==> config.mk <==
export PLATFORM = sky130hd
export DESIGN_NAME = two_level_page_residency_tracker
export DESIGN_NICKNAME = d
export VERILOG_FILES = /design/src/rtl/tlprt_pkg.sv /design/src/rtl/two_level_page_residency_tracker.sv
export SDC_FILE = /design/constraint.sdc
export NUM_CORES = 2
export LEC_CHECK = 0
export ABC_AREA = 1
export BUFFER_PORTS_ARGS = -buffer_cell sky130_fd_sc_hd__buf_2
export CORE_MARGIN = 2
export CORE_UTILIZATION = 26
export DETAILED_ROUTE_END_ITERATION = 8
export GPL_TIMING_DRIVEN = 0
export PLACE_DENSITY = 0.45
export SYNTH_ARGS = -nofsm -noshare
export SYNTH_HDL_FRONTEND = slang
export SYNTH_SLANG_ARGS = --single-unit
export TNS_END_PERCENT = 10
==> constraint.sdc <==
create_clock -name i_clk -period 5.8 [get_ports i_clk]
set_input_delay 1.16 -clock i_clk [delete_from_list [all_inputs] [get_ports i_clk]]
set_output_delay 1.16 -clock i_clk [all_outputs]
set_load 0.1 [all_outputs]
==> src/rtl/tlprt_pkg.sv <==
`default_nettype none

package tlprt_pkg;

    localparam int PAGE_BYTES   = 1024;
    localparam int REGION_COUNT = 4;
    localparam int SLOT_COUNT   = 64;
    localparam int BANK_PAGES   = 16384;
    localparam int WINDOW_BYTES = 16384;

    localparam int WINDOW_PAGES = (WINDOW_BYTES / PAGE_BYTES) > 0 ?
                                  (WINDOW_BYTES / PAGE_BYTES) : 1;
    localparam int PAGE_SH  = $clog2(PAGE_BYTES);
    localparam int PAGE_W   = $clog2(BANK_PAGES);
    localparam int REG_AW   = REGION_COUNT > 1 ? $clog2(REGION_COUNT) : 1;
    localparam int SLOT_AW  = SLOT_COUNT > 1 ? $clog2(SLOT_COUNT) : 1;

    typedef enum logic [1:0] {
        OP_PAGE_IN = 2'd0,
        OP_FLUSH   = 2'd1,
        OP_QUERY   = 2'd2,
        OP_BAD     = 2'd3
    } t_op;

    typedef enum logic [2:0] {
        ACT_WRITE_BACK = 3'd0,
        ACT_COPY_OUT   = 3'd1,
        ACT_MAP        = 3'd2,
        ACT_UNMAP      = 3'd3,
        ACT_FILL_SLOT  = 3'd4,
        ACT_FILL_EXT   = 3'd5,
        ACT_QUERY_ANS  = 3'd6,
        ACT_OUT_RANGE  = 3'd7
    } t_action;

    typedef struct packed {
        logic [1:0]  op;
        logic [31:0] address;
    } t_cmd;

    typedef struct packed {
        logic [2:0]  action;
        logic [13:0] page;
        logic [5:0]  slot;
        logic [1:0]  region;
        logic [23:0] ext_address;
        logic        resident;
        logic        last;
    } t_res;

    function automatic logic [REG_AW-1:0] region_of(input logic [PAGE_W-1:0] page);
        return REG_AW'((page % WINDOW_PAGES) % REGION_COUNT);
    endfunction

    function automatic logic [SLOT_AW-1:0] slot_of(input logic [PAGE_W-1:0] page);
        return SLOT_AW'(page % SLOT_COUNT);
    endfunction

    function automatic logic [23:0] ext_of(input logic [PAGE_W-1:0] page);
        return 24'(32'(page) << PAGE_SH);
    endfunction

endpackage

`default_nettype wire

==> src/rtl/two_level_page_residency_tracker.sv <==
// channel   ports                       handshake
// command   i_cmd (op, address)         start, taken when busy is low
// result    o_res (action ... last)     o_res_valid, one cycle, no stall
// config    i_cfg_we, i_cfg_wdata       base address written on i_cfg_we
//
// a small sequencer drives one subtractor, one page comparator and one
// slot-tag memory read port; the memory read is registered.
// query or out-of-range: subtract, check. page-in: subtract, check, then map
// and fill, evicting an occupant first. flush: evict, unmap each used region.
// reset (synchronous, active low) clears region and slot valid bits at once.
// results cannot be stalled; busy stays up until the last one, if any, issues.
`default_nettype none

module two_level_page_residency_tracker (
    input  wire               i_clk,
    input  wire               i_rst_n,
    input  wire               start,
    output logic              busy,
    input  wire tlprt_pkg::t_cmd i_cmd,
    input  wire               i_cfg_we,
    input  wire  [31:0]       i_cfg_wdata,
    output logic              o_res_valid,
    output tlprt_pkg::t_res   o_res
);
    import tlprt_pkg::*;

    typedef enum logic [8:0] {
        S_IDLE  = 9'b000000001,
        S_SUB   = 9'b000000010,
        S_CHECK = 9'b000000100,
        S_SCAN  = 9'b000001000,
        S_EVWB  = 9'b000010000,
        S_EVCP  = 9'b000100000,
        S_UNMAP = 9'b001000000,
        S_MAP   = 9'b010000000,
        S_FILL  = 9'b100000000
    } t_state;

    t_state                 r_state, n_state;
    logic [31:0]            r_base_addr;
    logic [1:0]             r_op;
    logic [31:0]            r_addr;
    logic [PAGE_W-1:0]      r_page, n_page;
    logic                   r_ok, n_ok;
    logic [PAGE_W-1:0]      r_old, n_old;
    logic [REG_AW-1:0]      r_reg, n_reg;
    logic [REG_AW-1:0]      r_idx, n_idx;
    logic [REGION_COUNT-1:0] r_region_valid;
    logic [PAGE_W-1:0]      r_region_page [REGION_COUNT];
    logic [SLOT_COUNT-1:0]  r_slot_valid;
    logic [PAGE_W-1:0]      slot_mem [SLOT_COUNT];
    logic [PAGE_W-1:0]      r_slot_rdata;
    logic                   r_out_vld, n_out_vld;
    t_res                   r_out, n_out;

    logic [32:0]            diff;
    logic [REG_AW-1:0]      rsel;
    logic [PAGE_W-1:0]      rpg;
    logic [PAGE_W-1:0]      cmp_a;
    logic                   cmp_eq;
    logic [SLOT_AW-1:0]     s_old, s_new, raddr;
    logic                   later;
    logic                   rv_set, rv_clr, sv_set;

    // shared subtractor: address minus bank base, borrow in the top bit
    assign diff = {1'b0, r_addr} - {1'b0, r_base_addr};

    always_comb begin
        case (r_state)
            S_CHECK: rsel = region_of(r_page);
            S_SCAN:  rsel = r_idx;
            default: rsel = r_reg;
        endcase
    end

    assign rpg    = r_region_page[rsel];
    assign cmp_a  = (r_state == S_FILL) ? r_slot_rdata : rpg;
    assign cmp_eq = (cmp_a == r_page);
    assign s_old  = slot_of(r_old);
    assign s_new  = slot_of(r_page);
    assign raddr  = (r_state == S_MAP) ? s_new : slot_of(rpg);

    always_comb begin
        later = 1'b0;
        for (int k = 0; k < REGION_COUNT; k++) begin
            if (k > int'(r_idx) && r_region_valid[k]) begin
                later = 1'b1;
            end
        end
    end

    always_comb begin
        n_state   = r_state;
        n_page    = r_page;
        n_ok      = r_ok;
        n_old     = r_old;
        n_reg     = r_reg;
        n_idx     = r_idx;
        n_out_vld = 1'b0;
        n_out     = '0;
        rv_set    = 1'b0;
        rv_clr    = 1'b0;
        sv_set    = 1'b0;
        case (r_state)
            S_IDLE: begin
                if (start) begin
                    n_idx   = '0;
                    n_state = (i_cmd.op == OP_FLUSH) ? S_SCAN : S_SUB;
                end
            end
            S_SUB: begin
                n_page  = diff[PAGE_SH +: PAGE_W];
                n_ok    = !diff[32] && ((diff[31:0] >> PAGE_SH) < 32'(BANK_PAGES));
                n_state = S_CHECK;
            end
            S_CHECK: begin
                if (!r_ok || r_op == OP_BAD) begin
                    n_out_vld     = 1'b1;
                    n_out.action  = ACT_OUT_RANGE;
                    n_out.last    = 1'b1;
                    n_state       = S_IDLE;
                end else if (r_op == OP_QUERY) begin
                    n_out_vld      = 1'b1;
                    n_out.action   = ACT_QUERY_ANS;
                    n_out.page     = 14'(r_page);
                    n_out.region   = 2'(rsel);
                    n_out.resident = r_region_valid[rsel] && cmp_eq;
                    n_out.last     = 1'b1;
                    n_state        = S_IDLE;
                end else begin
                    n_reg = rsel;
                    n_old = rpg;
                    n_state = r_region_valid[rsel] ? S_EVWB : S_MAP;
                end
            end
            S_SCAN: begin
                if (r_region_valid[r_idx]) begin
                    n_reg   = r_idx;
                    n_old   = rpg;
                    n_state = S_EVWB;
                end else if (int'(r_idx) == REGION_COUNT - 1) begin
                    n_state = S_IDLE;
                end else begin
                    n_idx = r_idx + 1'b1;
                end
            end
            S_EVWB: begin
                // slot occupied: its page goes back to external memory first
                if (r_slot_valid[s_old]) begin
                    n_out_vld         = 1'b1;
                    n_out.action      = ACT_WRITE_BACK;
                    n_out.page        = 14'(r_slot_rdata);
                    n_out.slot        = 6'(s_old);
                    n_out.region      = 2'(r_reg);
                    n_out.ext_address = ext_of(r_slot_rdata);
                end
                n_state = S_EVCP;
            end
            S_EVCP: begin
                n_out_vld    = 1'b1;
                n_out.action = ACT_COPY_OUT;
                n_out.page   = 14'(r_old);
                n_out.slot   = 6'(s_old);
                n_out.region = 2'(r_reg);
                sv_set       = 1'b1;
                rv_clr       = 1'b1;
                n_state      = (r_op == OP_FLUSH) ? S_UNMAP : S_MAP;
            end
            S_UNMAP: begin
                n_out_vld    = 1'b1;
                n_out.action = ACT_UNMAP;
                n_out.page   = 14'(r_old);
                n_out.region = 2'(r_reg);
                n_out.last   = !later;
                if (later) begin
                    n_idx   = r_idx + 1'b1;
                    n_state = S_SCAN;
                end else begin
                    n_state = S_IDLE;
                end
            end
            S_MAP: begin
                n_out_vld    = 1'b1;
                n_out.action = ACT_MAP;
                n_out.page   = 14'(r_page);
                n_out.region = 2'(r_reg);
                rv_set       = 1'b1;
                n_state      = S_FILL;
            end
            S_FILL: begin
                n_out_vld    = 1'b1;
                n_out.page   = 14'(r_page);
                n_out.slot   = 6'(s_new);
                n_out.region = 2'(r_reg);
                n_out.last   = 1'b1;
                if (r_slot_valid[s_new] && cmp_eq) begin
                    n_out.action = ACT_FILL_SLOT;
                end else begin
                    n_out.action      = ACT_FILL_EXT;
                    n_out.ext_address = ext_of(r_page);
                end
                n_state = S_IDLE;
            end
            default: begin
                n_state = S_IDLE;
            end
        endcase
    end

    always_ff @(posedge i_clk) begin
        if (!i_rst_n) begin
            r_state        <= S_IDLE;
            r_base_addr    <= '0;
            r_region_valid <= '0;
            r_slot_valid   <= '0;
            r_out_vld      <= 1'b0;
        end else begin
            r_state   <= n_state;
            r_out_vld <= n_out_vld;
            if (i_cfg_we) begin
                r_base_addr <= i_cfg_wdata;
            end
            if (rv_set) begin
                r_region_valid[r_reg] <= 1'b1;
            end else if (rv_clr) begin
                r_region_valid[r_reg] <= 1'b0;
            end
            if (sv_set) begin
                r_slot_valid[s_old] <= 1'b1;
            end
        end
    end

    always_ff @(posedge i_clk) begin
        if (r_state == S_IDLE && start) begin
            r_op   <= i_cmd.op;
            r_addr <= i_cmd.address;
        end
        r_page <= n_page;
        r_ok   <= n_ok;
        r_old  <= n_old;
        r_reg  <= n_reg;
        r_idx  <= n_idx;
        r_out  <= n_out;
        if (rv_set) begin
            r_region_page[r_reg] <= r_page;
        end
    end

    // slot tag memory: one write, one registered read
    always_ff @(posedge i_clk) begin
        if (sv_set) begin
            slot_mem[s_old] <= r_old;
        end
        r_slot_rdata <= slot_mem[raddr];
    end

    assign busy        = (r_state != S_IDLE);
    assign o_res_valid = r_out_vld;
    assign o_res       = r_out;

endmodule

`default_nettype wire

### Yosys cells after proc, flatten, opt, wreduce, memory -nomap -nowiden

Memories as Yosys holds them, arrays and structs flattened. A register that Yosys moved wholly into a read port is not among the register bits.
Index checks and enable logic that the tools add are counted.

| storage, ports and cells | value |
|---|---|
| RAM bits | 952 |
| logic and storage cells | 153 |
| output and inout port bits | 53 |
| flip-flop bits (word level) | 228 |
| memories kept | 2 |

| cells by class | value |
|---|---|
| bitwise operators | 6 |
| add/subtract/negate cells | 2 |
| magnitude comparators | 11 |
| mux-type cells | 68 |
| eq/ne operators | 24 |
| reduce and logical (&&, ||, !) cells | 21 |

Memories:

| name | words | bits a word | rd ports | clocked after Yosys merged registers in | wr ports | RTL line | source |
|---|---|---|---|---|---|---|---|
| slot_mem | 64 | 14 | 1 | 1 | 1 | two_level_page_residency_tracker.sv:51 | `logic [PAGE_W-1:0] slot_mem [SLOT_COUNT];` |
| r_region_page | 4 | 14 | 1 | 0 | 1 | two_level_page_residency_tracker.sv:49 | `logic [PAGE_W-1:0] r_region_page [REGION_COUNT];` |

Operators with widths:

| cell | count |
|---|---|
| $pmux W17 S6 | 1 |
| $pmux W9 S8 | 1 |
| $mux W14 | 5 |
| $or A64 B64 Y64 | 1 |
| $pmux W24 S2 | 1 |
| $mux W46 | 1 |
| $sub A32 B32 Y33 | 1 |
| $mux W8 | 4 |
| $pmux W14 S2 | 1 |
| $mux W9 | 3 |
| $mux W24 | 1 |
| $lt A22 B15 Y1 const B | 1 |
| $mux W1 | 21 |
| $mux W2 | 9 |
| $pmux W6 S3 | 1 |
| $mux W17 | 1 |
| $mux W4 | 4 |
| $eq A14 B14 Y1 | 1 |
| $lt A6 B7 Y1 const B | 2 |
| $ne A2 B2 Y1 const B | 7 |
| $bmux W1 S6 | 2 |
| $pmux W2 S3 | 2 |
| $eq A9 B1 Y1 const B | 1 |
| $eq A9 B2 Y1 const B | 1 |
| 38 further kinds | 59 |

### Logic depth before layout (Yosys ltp)

| logic depth | value |
|---|---|
| depth after elaboration | 8 |
| depth in mapped cells | 22 |

### Worst setup path before layout

Ideal clock, no wire load.

| path | value |
|---|---|
| path kind | reg2reg |
| start point | reg r_state[6] |
| end point | reg r_addr[0] (enable) |
| data required time | 5.375 ns |
| path slack | 2.557 ns |
| library setup time | 0.425 ns |
| clock period less this slack | 3.243 ns |
| arrival | 2.818 ns |
| cell stages (with the launch flop) | 6 |
| path through | dfxtp_1 -> nor2_2 -> nand3_4 -> nor2_1 -> inv_1 -> nor2_1 |

| between the ends | value |
|---|---|
| word-level cells in the longest chain between the ends | 2 |

Ends and longest elaborated chain:

| what | RTL line | source |
|---|---|---|
| start, declared | two_level_page_residency_tracker.sv:39 | `t_state r_state, n_state;` |
| start signal, assigned | two_level_page_residency_tracker.sv:218 | `r_state <= n_state;` |
| $eq A9 B1 Y1 | two_level_page_residency_tracker.sv:235 | `if (r_state == S_IDLE && start) begin` |
| $logic_and A1 B1 Y1 | two_level_page_residency_tracker.sv:235 |  |
| end signal, assigned | two_level_page_residency_tracker.sv:237 | `r_addr <= i_cmd.address;` |
| end, declared | two_level_page_residency_tracker.sv:42 | `logic [31:0] r_addr;` |

No other way between the ends.
A chain may end at the register's enable or synchronous reset.

==> metrics.md <==
| Metric | Value |
|---|---|
| Clk_lat worst skew | `0.78 ns` |
| Post-CTS Resized | `0` |
| Worst R2R Path Depth | `12` |
| TritonCTS buffer count | `131` |
| Total GRT Usage | `17.7%` |
| Initial DRC count | `4232` |
| Worst Path Required | `6.34 ns` |
| H-tree Lvls | `4` |
| Mapped Cells | `5361` |
| Post-route clock period utilization | `90.3%` |
| Core ar. | `0.202 mm²` |
| DR vias/cell | `4.58` |
| Antenna viol nets, final | `0` |
| Minimum clock period | `5.24 ns` |
| Detailed-route wire length | `184000 µm` |
| Util after Layout | `31.3%` |
| Via Count | `38800` |
| Post-detail-place hpwl | `136000 µm` |
| Synth top area cells | `edfxtp_1 (58%), nand3_1 (9.8%), nand2_1 (7.7%)` |
| Synth async-reset ratio | `0%` |
| Sw Ratio | `24.0%` |
| DP Cell Count | `8246` |
| Post-synth EDFFs | `1019` |
| Mapped cell area | `0.0528 mm²` |
| Worst min path class | `reg2reg` |
| Crit Path Category | `reg2reg` |
| Combinational power share | `6.9%` |
| Layout area overhead | `19.7%` |
| Register share of total power | `49.1%` |
| Cell taking the most area after synthesis | `edfxtp_1` |
| Delay of the slowest critical-path stage | `1.00 ns` |
| Leak | `26.0 nW` |
| FMAX | `191 MHz` |
| Grt total ovfl | `0` |
| N_diodes | `0` |
| Status | `complete, no violations` |
| Clock Skew | `0.0427 ns` |
| Share of the synthesized area in the top cell type | `58.0%` |
| Fin. Hold Viols | `0` |
| RSZ-0062 raised after global routing | `false` |
| Max reg flops | `896` |
| Regs by FF count | `slot_mem x896, r_slot_valid x64, r_region_page x56` |
| CTS Root Cell | `clkbuf_16` |
| Die area | `0.207 mm²` |
| Final Wtd Congestion | `0.931` |
| Final net count | `5813` |
| Clock Sink Count | `1184` |
| Headroom to the max-slew limit | `11.5%` |
| Max-cap violations | `0` |
| Delay-heaviest family, CP | `simple AND/OR/NAND/NOR gates` |
| Slowest CP cell | `edfxtp_1` |
| Avg Inst Size Synth | `9.84 µm²` |
| Most flop-heavy register | `slot_mem` |
| I/O pin total | `123` |
| Initial antenna violation count | `13` |
| Worst hold slack | `0.463 ns` |
| Row count | `165` |
| Worst-margin pin slew | `1.32 ns` |
| Worst IR Drop VDD | `0.194 mV` |
| Largest net degree at the start of global routing | `33` |
| Starting density of the core | `26.1%` |
| WL/cell | `21.7 µm` |
| WHS Path Cells | `2` |
| IO buf count | `111` |
| Vias in the first global route | `37300` |
| Slew Limit Fails | `0` |
| Synth warn | `0` |
| Top FF cell, synth | `edfxtp_1` |
| DR DRC count | `0` |
| WP depth | `12` |
| CTS tree | `built` |
| Router iterations before antenna repair | `5` |
| Power density over cell area | `299 mW/mm²` |
| Crit path DAT | `5.78 ns` |
| Finished Layout Cells | `8485` |
| Post-CTS Hold Fix Bufs | `0` |
| Endpoint class of the critical path | `flip-flop` |
| Global-route wire length before repair | `265000 µm` |
| Yosys reg bits | `1184` |
| Maximum clock path buffer count | `3` |
| Die height | `454 µm` |
| Clock power frac | `44.0%` |
| Crit-path cells | `buf_16 > inv_1 > nand3_1 > inv_1 > nand2_1 > o21ai_0 > o31ai_1 > nand4_1 > nor3_1 > nor2_1 > nor2_1 > o22ai_1` |
| CP Buf/Inv Count | `3` |
| Share of layout cells above drive strength 1 | `11.1%` |
| P_int | `0.0143 W` |
| Yosys cell types | `52` |
| Psw | `0.00453 W` |
| Width of the die | `454 µm` |
| Setup Fix Bufs, Post-CTS | `0` |
| Crit path max fanout | `21` |
| Clock slew at reported path FFs | `0.06 ns` |
| Post-synthesis sequential area ratio | `64.3%` |
| Setup crit start kind | `flip-flop` |
| Final setup violation count | `0` |
per-stage QoR:
stage               power (W)  worst slack, ns  cell area, µm²  setup TNS, ns
finish                 0.0189            0.560           63100              0
global placement       0.0107            -1.67           56700        -564.69
detailed placement     0.0107            0.918           58900              0
global route           0.0195            0.546           63100              0
floorplan              0.0102             2.56           52800              0
CTS                    0.0190            0.905           63100              0
worst register-to-register path, delay by kind of cell, from the launching register on:
kind / cells / cell delay [ns]
AOI/OAI and AO/OA: 3 / 0.91
buffers and inverters: 3 / 0.74
DFF: 1 / 1.00
and+or+nand+nor: 6 / 2.38
path summary, 6_finish.rpt:
path	startpoint	end	slack, ns
max reg2reg	r_old[1]	o_res[31]	0.56
min	r_base_addr[26]	r_base_addr[26]	0.46
min reg2reg	r_base_addr[26]	r_base_addr[26]	0.46
max	r_old[1]	o_res[31]	0.56
logic make-up after synthesis:
kind of cell / share of synthesized area, %
xor+xnor: 0.382
compound gates: 3.19
flops: 64.3
fa+ha+maj: 0.806
other cells: 0.00711
buf+inv: 9.63
simple gates: 21.7
synthesized netlist by cell type (2+ instances only):
cell and n:
nand2_1 1088, nand3_1 1028, edfxtp_1 1019, inv_1 981
nor2_1 315, dfxtp_1 165, buf_2 124, o21ai_0 113
clkbuf_1 91, nand3b_1 86, a21oi_1 76, ha_1 34
buf_4 26, o22ai_1 23, nor3_1 19, buf_6 16
nand4_1 14, xor2_1 14, o211ai_1 12, buf_1 11
a22oi_1 9, xnor2_1 9, a221oi_1 8, o221ai_1 7
o21ai_1 6, a21boi_0 5, o2111ai_1 5, nand2_2 4
nand3_2 4, nor2_4 4, o21a_1 4, or2_2 4
a21o_1 3, a31oi_1 3, inv_2 3, nor2_2 3
nor4_1 3, o21bai_1 3, a21oi_2 2, and3_1 2
clkinv_1 2, o31ai_1 2, o32ai_1 2
final cells by class:
cell class	instances	area, µm²
fill	20900	139000
buffer	268	1380
inverter	986	3700
sequential	1184	33900
clock inverter	48	440
timing repair buffer	206	2640
clock buffer	189	3760
multi-input combinational	2932	14000
tap	2672	3340
layout by cell type (no fill, tap or decap), types with 12 or more instances in the layout:
master,n
nor3_1,18
buf_16,56
clkinv_2,13
nand3b_1,86
nand3_1,1028
buf_8,31
nand4_1,14
buf_6,17
o21ai_0,113
nand2_1,1088
clkinv_1,19
nor2_2,67
edfxtp_1,1019
dfxtp_1,165
clkbuf_16,138
ha_1,34
buf_4,32
o211ai_1,12
buf_2,235
a21oi_1,76
clkbuf_1,129
inv_1,981
nor2_1,250
xor2_1,14
o22ai_1,23
power by group through the flow:
stage                     Clock, W  Sequential (W)  Combinational [W]
after floorplan                  0         0.00945           0.000755
after global placement           0         0.00949            0.00122
after detailed placement         0         0.00945            0.00128
after CTS                  0.00847         0.00927            0.00129
after global routing       0.00881         0.00927            0.00141
final                      0.00831         0.00927            0.00129
per-layer routing:
metal | up-vias | global-route usage [%] | routed length (µm)
met1 | 18700 | 23.7 | 80400
li1 | 18400 | - | -
met2 | 1376 | 28.6 | 85200
met5 | - | 0 | 64
met3 | 318 | 3.18 | 12300
met4 | 10 | 6.20 | 6500
(Power assumes the default switching activity.)
